==> config.mk <==
export PLATFORM = sky130hd
export DESIGN_NAME = lfg_seed
export DESIGN_NICKNAME = d
export VERILOG_FILES = /design/src/rtl/core/lfg_pkg.sv /design/src/rtl/core/lfg_seed.sv
export SDC_FILE = /design/constraint.sdc
export NUM_CORES = 2
export LEC_CHECK = 0
export BUFFER_PORTS_ARGS = -buffer_cell sky130_fd_sc_hd__buf_4
export CORE_MARGIN = 4
export CORE_UTILIZATION = 32
export DETAILED_ROUTE_END_ITERATION = 6
export HOLD_SLACK_MARGIN = 0.02
export MAX_ROUTING_LAYER = met4
export PLACE_DENSITY = 0.49
export SLEW_MARGIN = 20
export SYNTH_ARGS = -nofsm -noshare
export SYNTH_HDL_FRONTEND = slang
export SYNTH_SLANG_ARGS = --single-unit
==> constraint.sdc <==
create_clock -name clk -period 18.6 [get_ports clk]
set_input_delay 3.72 -clock clk [delete_from_list [all_inputs] [get_ports clk]]
set_output_delay 3.72 -clock clk [all_outputs]
set_load 0.01 [all_outputs]
==> src/rtl/core/lfg_pkg.sv <==
`timescale 1ns / 1ps
// ---------------------------------------------------------------------------
// lfg_pkg
// Shared constants, types and a helper function of the lagged Fibonacci
// uniform generator.
// ---------------------------------------------------------------------------
package lfg_pkg;

  localparam int BITS_DEF  = 24;
  localparam int BITS_MIN  = 24;
  localparam int SEED_W    = 31;
  localparam int VALUE_W   = 24;
  localparam int LAG_DEPTH = 97;
  localparam int LAG_AW    = 7;
  localparam int SMALL_W   = 8;
  localparam int PROD_W    = 15;
  localparam int QHI_W     = 17;
  localparam int HI_SHIFT  = 46;
  localparam int SM_SHIFT  = 23;

  localparam logic [LAG_AW-1:0] LONG_START  = LAG_AW'(96);
  localparam logic [LAG_AW-1:0] SHORT_START = LAG_AW'(32);
  localparam logic [LAG_AW-1:0] LAG_LAST    = LAG_AW'(LAG_DEPTH - 1);

  localparam logic [14:0] DIV_HI = 15'd30082;
  localparam logic [14:0] MOD_HI = 15'd31329;
  localparam logic [14:0] DIV_A  = 15'd177;
  localparam logic [14:0] DIV_C  = 15'd169;

  localparam logic [31:0] RCP_HI = 32'((64'd1 << HI_SHIFT) / 64'(DIV_HI) + 64'd1);
  localparam logic [15:0] RCP_A  = 16'((32'd1 << SM_SHIFT) / 32'(DIV_A) + 32'd1);
  localparam logic [15:0] RCP_C  = 16'((32'd1 << SM_SHIFT) / 32'(DIV_C) + 32'd1);

  localparam logic [SMALL_W-1:0] MOD_M = 8'd179;
  localparam logic [SMALL_W-1:0] MOD_D = 8'd169;
  localparam logic [SMALL_W-1:0] MUL_D = 8'd53;

  localparam logic [23:0] CARRY_INIT_BASE = 24'd362436;
  localparam logic [23:0] CARRY_STEP_BASE = 24'd7654321;
  localparam logic [23:0] CARRY_MOD_BASE  = 24'd16777213;

  typedef struct packed {
    logic busy;
    logic done;
  } seed_stat_t;

  function automatic logic [SMALL_W-1:0] mod_reduce(input logic [PROD_W-1:0] x,
                                                    input logic [SMALL_W-1:0] m);
    logic [PROD_W-1:0] v;
    logic [PROD_W-1:0] sub;
    v = x;
    for (int k = 7; k >= 0; k--) begin
      sub = PROD_W'({7'd0, m} << k);
      if (v >= sub) begin
        v = v - sub;
      end
    end
    return v[SMALL_W-1:0];
  endfunction

endpackage

==> src/rtl/core/lfg_seed.sv <==
`timescale 1ns / 1ps
// ---------------------------------------------------------------------------
// lfg_seed
// Seed sequencer: splits the seed by reciprocal multiplication, then fills
// the lag table one bit at a time through a shared multiply / reduce unit.
// ---------------------------------------------------------------------------
module lfg_seed #(
  parameter int BITS = lfg_pkg::BITS_DEF
) (
  input  logic                        clk,
  input  logic                        rst,
  input  logic                        go,
  input  logic [lfg_pkg::SEED_W-1:0]  seed,
  output lfg_pkg::seed_stat_t         stat,
  output logic                        wr_en,
  output logic [lfg_pkg::LAG_AW-1:0]  wr_addr,
  output logic [BITS-1:0]             wr_data
);
  import lfg_pkg::*;

  localparam int BW = $clog2(BITS);
  localparam logic [BW-1:0] BIT_LAST = BW'(BITS - 1);

  typedef enum logic [3:0] {
    S_IDLE, S_HQ, S_HM, S_LO, S_AQ, S_AM, S_BC, S_CM, S_DR,
    S_AB, S_RA, S_TC, S_RC, S_DM, S_RD, S_BIT
  } state_t;

  state_t             state;
  logic [SEED_W-1:0]  x;
  logic [63:0]        sprod;
  logic [QHI_W-1:0]   q1;
  logic [14:0]        lo;
  logic [14:0]        hi;
  logic [SMALL_W-1:0] a, b, c, d, t;
  logic [PROD_W-1:0]  prod;
  logic [BW-1:0]      bitcnt;
  logic [LAG_AW-1:0]  entry;
  logic [BITS-1:0]    acc;
  logic               done;

  logic [31:0]        mx, my;
  logic [63:0]        sprod_next;
  logic [QHI_W-1:0]   hi_red;
  logic [SMALL_W-1:0] mul_x, mul_y;
  logic               mul_add;
  logic [PROD_W-1:0]  prod_next;
  logic [SMALL_W-1:0] red;
  logic [5:0]         bprod;
  logic [BITS-1:0]    acc_next;

  always_comb begin
    mx = '0;
    my = '0;
    case (state)
      S_HQ: begin
        mx = 32'(x);
        my = RCP_HI;
      end
      S_HM: begin
        mx = 32'(sprod[HI_SHIFT +: QHI_W]);
        my = 32'(DIV_HI);
      end
      S_AQ: begin
        mx = 32'(hi);
        my = 32'(RCP_A);
      end
      S_AM: begin
        mx = 32'(sprod[SM_SHIFT +: SMALL_W]);
        my = 32'(DIV_A);
      end
      S_BC: begin
        mx = 32'(lo);
        my = 32'(RCP_C);
      end
      S_CM: begin
        mx = 32'(sprod[SM_SHIFT +: SMALL_W]);
        my = 32'(DIV_C);
      end
      default: ;
    endcase
    sprod_next = {32'd0, mx} * {32'd0, my};
    if (q1 >= {1'b0, MOD_HI, 1'b0}) begin
      hi_red = q1 - {1'b0, MOD_HI, 1'b0};
    end else if (q1 >= {2'b00, MOD_HI}) begin
      hi_red = q1 - {2'b00, MOD_HI};
    end else begin
      hi_red = q1;
    end
  end

  always_comb begin
    mul_x   = a;
    mul_y   = b;
    mul_add = 1'b0;
    case (state)
      S_TC: begin
        mul_x = t;
        mul_y = c;
      end
      S_DM: begin
        mul_x   = MUL_D;
        mul_y   = d;
        mul_add = 1'b1;
      end
      default: ;
    endcase
    prod_next = PROD_W'(16'(mul_x) * 16'(mul_y)) + PROD_W'(mul_add);
    red       = mod_reduce(prod, (state == S_RD) ? MOD_D : MOD_M);
    bprod     = d[5:0] * c[5:0];
    acc_next  = {acc[BITS-2:0], bprod[5]};
  end

  always_ff @(posedge clk) begin
    if (rst) begin
      state <= S_IDLE;
      done  <= 1'b0;
      wr_en <= 1'b0;
    end else begin
      done  <= 1'b0;
      wr_en <= 1'b0;
      unique case (state)
        S_IDLE: begin
          if (go) begin
            x     <= seed;
            state <= S_HQ;
          end
        end
        S_HQ: begin
          sprod <= sprod_next;
          state <= S_HM;
        end
        S_HM: begin
          q1    <= sprod[HI_SHIFT +: QHI_W];
          sprod <= sprod_next;
          state <= S_LO;
        end
        S_LO: begin
          lo    <= 15'(x - sprod[SEED_W-1:0]);
          hi    <= 15'(hi_red);
          state <= S_AQ;
        end
        S_AQ: begin
          sprod <= sprod_next;
          state <= S_AM;
        end
        S_AM: begin
          a     <= sprod[SM_SHIFT +: SMALL_W] + 8'd2;
          sprod <= sprod_next;
          state <= S_BC;
        end
        S_BC: begin
          b     <= 8'(hi - sprod[14:0]) + 8'd2;
          sprod <= sprod_next;
          state <= S_CM;
        end
        S_CM: begin
          c     <= sprod[SM_SHIFT +: SMALL_W] + 8'd1;
          sprod <= sprod_next;
          state <= S_DR;
        end
        S_DR: begin
          d      <= 8'(lo - sprod[14:0]);
          bitcnt <= '0;
          entry  <= '0;
          state  <= S_AB;
        end
        S_AB: begin
          prod  <= prod_next;
          state <= S_RA;
        end
        S_RA: begin
          t     <= red;
          state <= S_TC;
        end
        S_TC: begin
          prod  <= prod_next;
          state <= S_RC;
        end
        S_RC: begin
          a     <= b;
          b     <= c;
          c     <= red;
          state <= S_DM;
        end
        S_DM: begin
          prod  <= prod_next;
          state <= S_RD;
        end
        S_RD: begin
          d     <= red;
          state <= S_BIT;
        end
        S_BIT: begin
          acc    <= acc_next;
          bitcnt <= bitcnt + BW'(1);
          state  <= S_AB;
          if (bitcnt == BIT_LAST) begin
            bitcnt  <= '0;
            wr_en   <= 1'b1;
            wr_addr <= entry;
            wr_data <= acc_next;
            entry   <= entry + LAG_AW'(1);
            if (entry == LAG_LAST) begin
              done  <= 1'b1;
              state <= S_IDLE;
            end
          end
        end
        default: state <= S_IDLE;
      endcase
    end
  end

  assign stat.busy = (state != S_IDLE);
  assign stat.done = done;

endmodule

==> qor.csv <==
metric,value,unit
max-slew violations,0,
DR WL/cell,18.94,um
unrepaired setup endpoints after global routing,no,
TritonCTS clock tree,built,
leakage power,21.75,nW
Worst slew margin,25.87,%
setup slack at placement,0.5374,ns
die width,362.9,um
"most common cell after layout, fill and taps aside",inv_1,
Routed Antenna Nets,0,
GP Congestion,0.9225,
Routed WL,112500,um
CTS max path bufs,3,
Period minus WS final,17.10,ns
final setup fails,0,
VDD IR max,0.3582,mV
n_diodes,0,
Pwr Density,184.5,nW/um2
startpoint class of the critical path,register,
root buf cell,clkbuf_16,
clk sinks,245,
global-route wire length before repair,175300,um
# DRC,0,
crit path max fanout,16,
Post-DP HPWL,96370,um
total die area,131700,um2
max frequency,58.49,MHz
Fin. Hold Viols,0,
post-synthesis cell type count,113,
arrival time at the worst endpoint,17.47,ns
initial antenna violation count,3,
Syn Inst Count,4144,
largest net degree at the start of global routing,59,
status,finished clean,
I/O Pins,68,
DP Cell Count,5869,
number of nets in the layout,5398,
CTS H-tree depth,1,
Finished Layout Cells,5939,
row count,129,
Chip Height,362.9,um
Worst-Skew Late Latency,0.63,ns
Core Area,124400,um2
CP Data Required Time,18.97,ns
vias in the first global route,29140,
gr ovfl total,0,
First DRT Iteration DRCs,1781,
vias post-DR,28260,
number of synthesized flops with an enable pin,239,
Synth Area per Inst,9.726,um2
crit end category,register,
"Reg clk slew, reported paths",0.06,ns
Worst path max stage delay,0.62,ns
PortBufs,67,
Starting Density,32.39,%
Syn-to-layout area delta,9.947,%
Yosys reg bits,245,
Final period util,91.92,%
max_cap viols,0,
Hold WC Path Type,register to register,
hold buffer count at cts,0,
layout cells sized above 1,5.951,%
WS Path Type,register to register,
setup ws final,1.503,ns
Pre-Repair DR Iteration Count,6,
vias per cell,4.759,
ys flop type,edfxtp_1,
TNS Setup,0,ns
"Seq/Total Area, Yosys",18.11,%
critical path's most frequent cell,ha_1,
slowest CP cell,or3_1,
most frequent cells in the layout,"inv_1 (1,027), fa_1 (650), ha_1 (436), nand2_1 (392), edfxtp_1 (239)",
Slew @ Worst Pin,1.103,ns
CTS buffer count,31,
GRT Overall Usage,17.76,%
"Async S/R FF share, synth",0,%
Netlist Area Pre-Place,40300,um2
Clock Skew,0.02127,ns
YS warnings,0,
-- critical path, delay by kind of cell (launching register included) --
kind	cells	cell delay (ns)
muxes	4	1.29
adders and majority gates	8	3.13
DFF	1	0.49
AOI/OAI and AO/OA	22	5.62
and+or+nand+nor	19	4.13
xor gates and xnor gates	4	1.13
buffers and inverters	7	0.99
-- sequential cells by signal, summed over array words and instances, names as in the netlist, 4 cells and up --
| register | cells |
|---|---|
| sprod | 40 |
| wr_data | 24 |
| bitcnt | 5 |
| entry | 7 |
| wr_addr | 7 |
| q1 | 17 |
| acc | 23 |
| c | 8 |
| d | 8 |
| b | 8 |
| prod | 15 |
| state | 4 |
| a | 8 |
| t | 8 |
| x | 31 |
| hi | 15 |
| lo | 15 |
-- logic make-up after synthesis --
| group | count (synthesis) | synth area share [%] |
|---|---|---|
| buf+inv | 1109 | 10.47 |
| fa+ha+maj | 1088 | 45.87 |
| simple gates | 912 | 10.58 |
| compound gates | 572 | 10.01 |
| flops | 245 | 18.11 |
| xor+xnor | 178 | 3.924 |
| mux | 38 | 1.015 |
| other cells | 2 | 0.01863 |
-- cell type report --
| cell class | count | area [um2] |
|---|---|---|
| repair buffers | 110 | 838.3 |
| inverters | 1028 | 3861 |
| well taps | 1637 | 2048 |
| flip-flops and latches | 245 | 7300 |
| clock buffers | 36 | 814.5 |
| fillers | 12720 | 80130 |
| multi-input cells | 2862 | 29160 |
| clock inverters | 21 | 286.5 |
-- through the flow --
| step | utilization, % | area (um2) | hold WS (ns) | total power, W |
|---|---|---|---|---|
| final | 35.61 | 44310 | 0.4249 | 0.008176 |
| after global routing | 35.61 | 44310 | 0.4396 | 0.009255 |
| after CTS | 35.51 | 44180 | 0.4315 | 0.008250 |
| after detailed placement | 34.62 | 43080 | 0.4190 | 0.007489 |
| after global placement | 34.62 | 43080 | 0.4047 | 0.007480 |
| after floorplan | - | 40570 | 0.4003 | 0.005630 |
-- routing by layer --
metal | part of all wire (%) | GRT usage, %
met5 | 0 | -
met4 | 2.3 | 3.499
met3 | 5.0 | 2.184
met2 | 44 | 27.10
met1 | 48 | 25.52
-- cell usage after synthesis (all sizes together) (11+ instances only) --
cell	number	area (um2)
mux2	11	127.6
clkbuf	57	214.0
a22oi	23	177.7
nand2b	16	100.1
nor2	177	666.9
o21a	19	145.1
and2	86	538.0
o21bai	30	225.2
mux2i	27	281.5
a21oi	168	870.8
or2	17	106.4
a211oi	21	185.2
o211ai	20	168.9
nor3	59	311.5
a21o	61	457.9
nand4	23	143.9
nor2b	14	87.58
o31ai	11	97.60
xor2	48	435.4
or3	13	81.33
and3	18	112.6
fa	650	13010
a31oi	22	143.9
o21ai	69	360.3
nand2	392	1471
xnor2	130	1146
buf	24	142.6
ha	436	5455
inv	1028	3861
nand3	53	270.3
edfxtp	239	7177
-- repair_timing --
item / CTS / global route
setup endpoints to repair: 0 / 24
gates resized for setup: 0 / 5
buffers inserted: 0 / 13
-- path summary, 6_finish.rpt --
path / from / end / slack (ns) / depth (start not counted)
setup reg to reg: state[1]$_SDFFE_PP0P_ / d[6]$_DFFE_PP_ / 1.50 / 64
setup / recovery: state[1]$_SDFFE_PP0P_ / d[6]$_DFFE_PP_ / 1.50 / 64
hold reg to reg: acc[22]$_DFFE_PP_ / wr_data[23]$_DFFE_PP_ / 0.42 / 0
hold / removal: acc[22]$_DFFE_PP_ / wr_data[23]$_DFFE_PP_ / 0.42 / 0
-- report_power, final --
part	switching, W	internal [W]	total, W
clock	0.000266	0.000398	0.000663
sequential	0.0000697	0.000795	0.000865
combinational	0.00395	0.00270	0.00665
No activity file was read; power rests on OpenSTA's default activity.
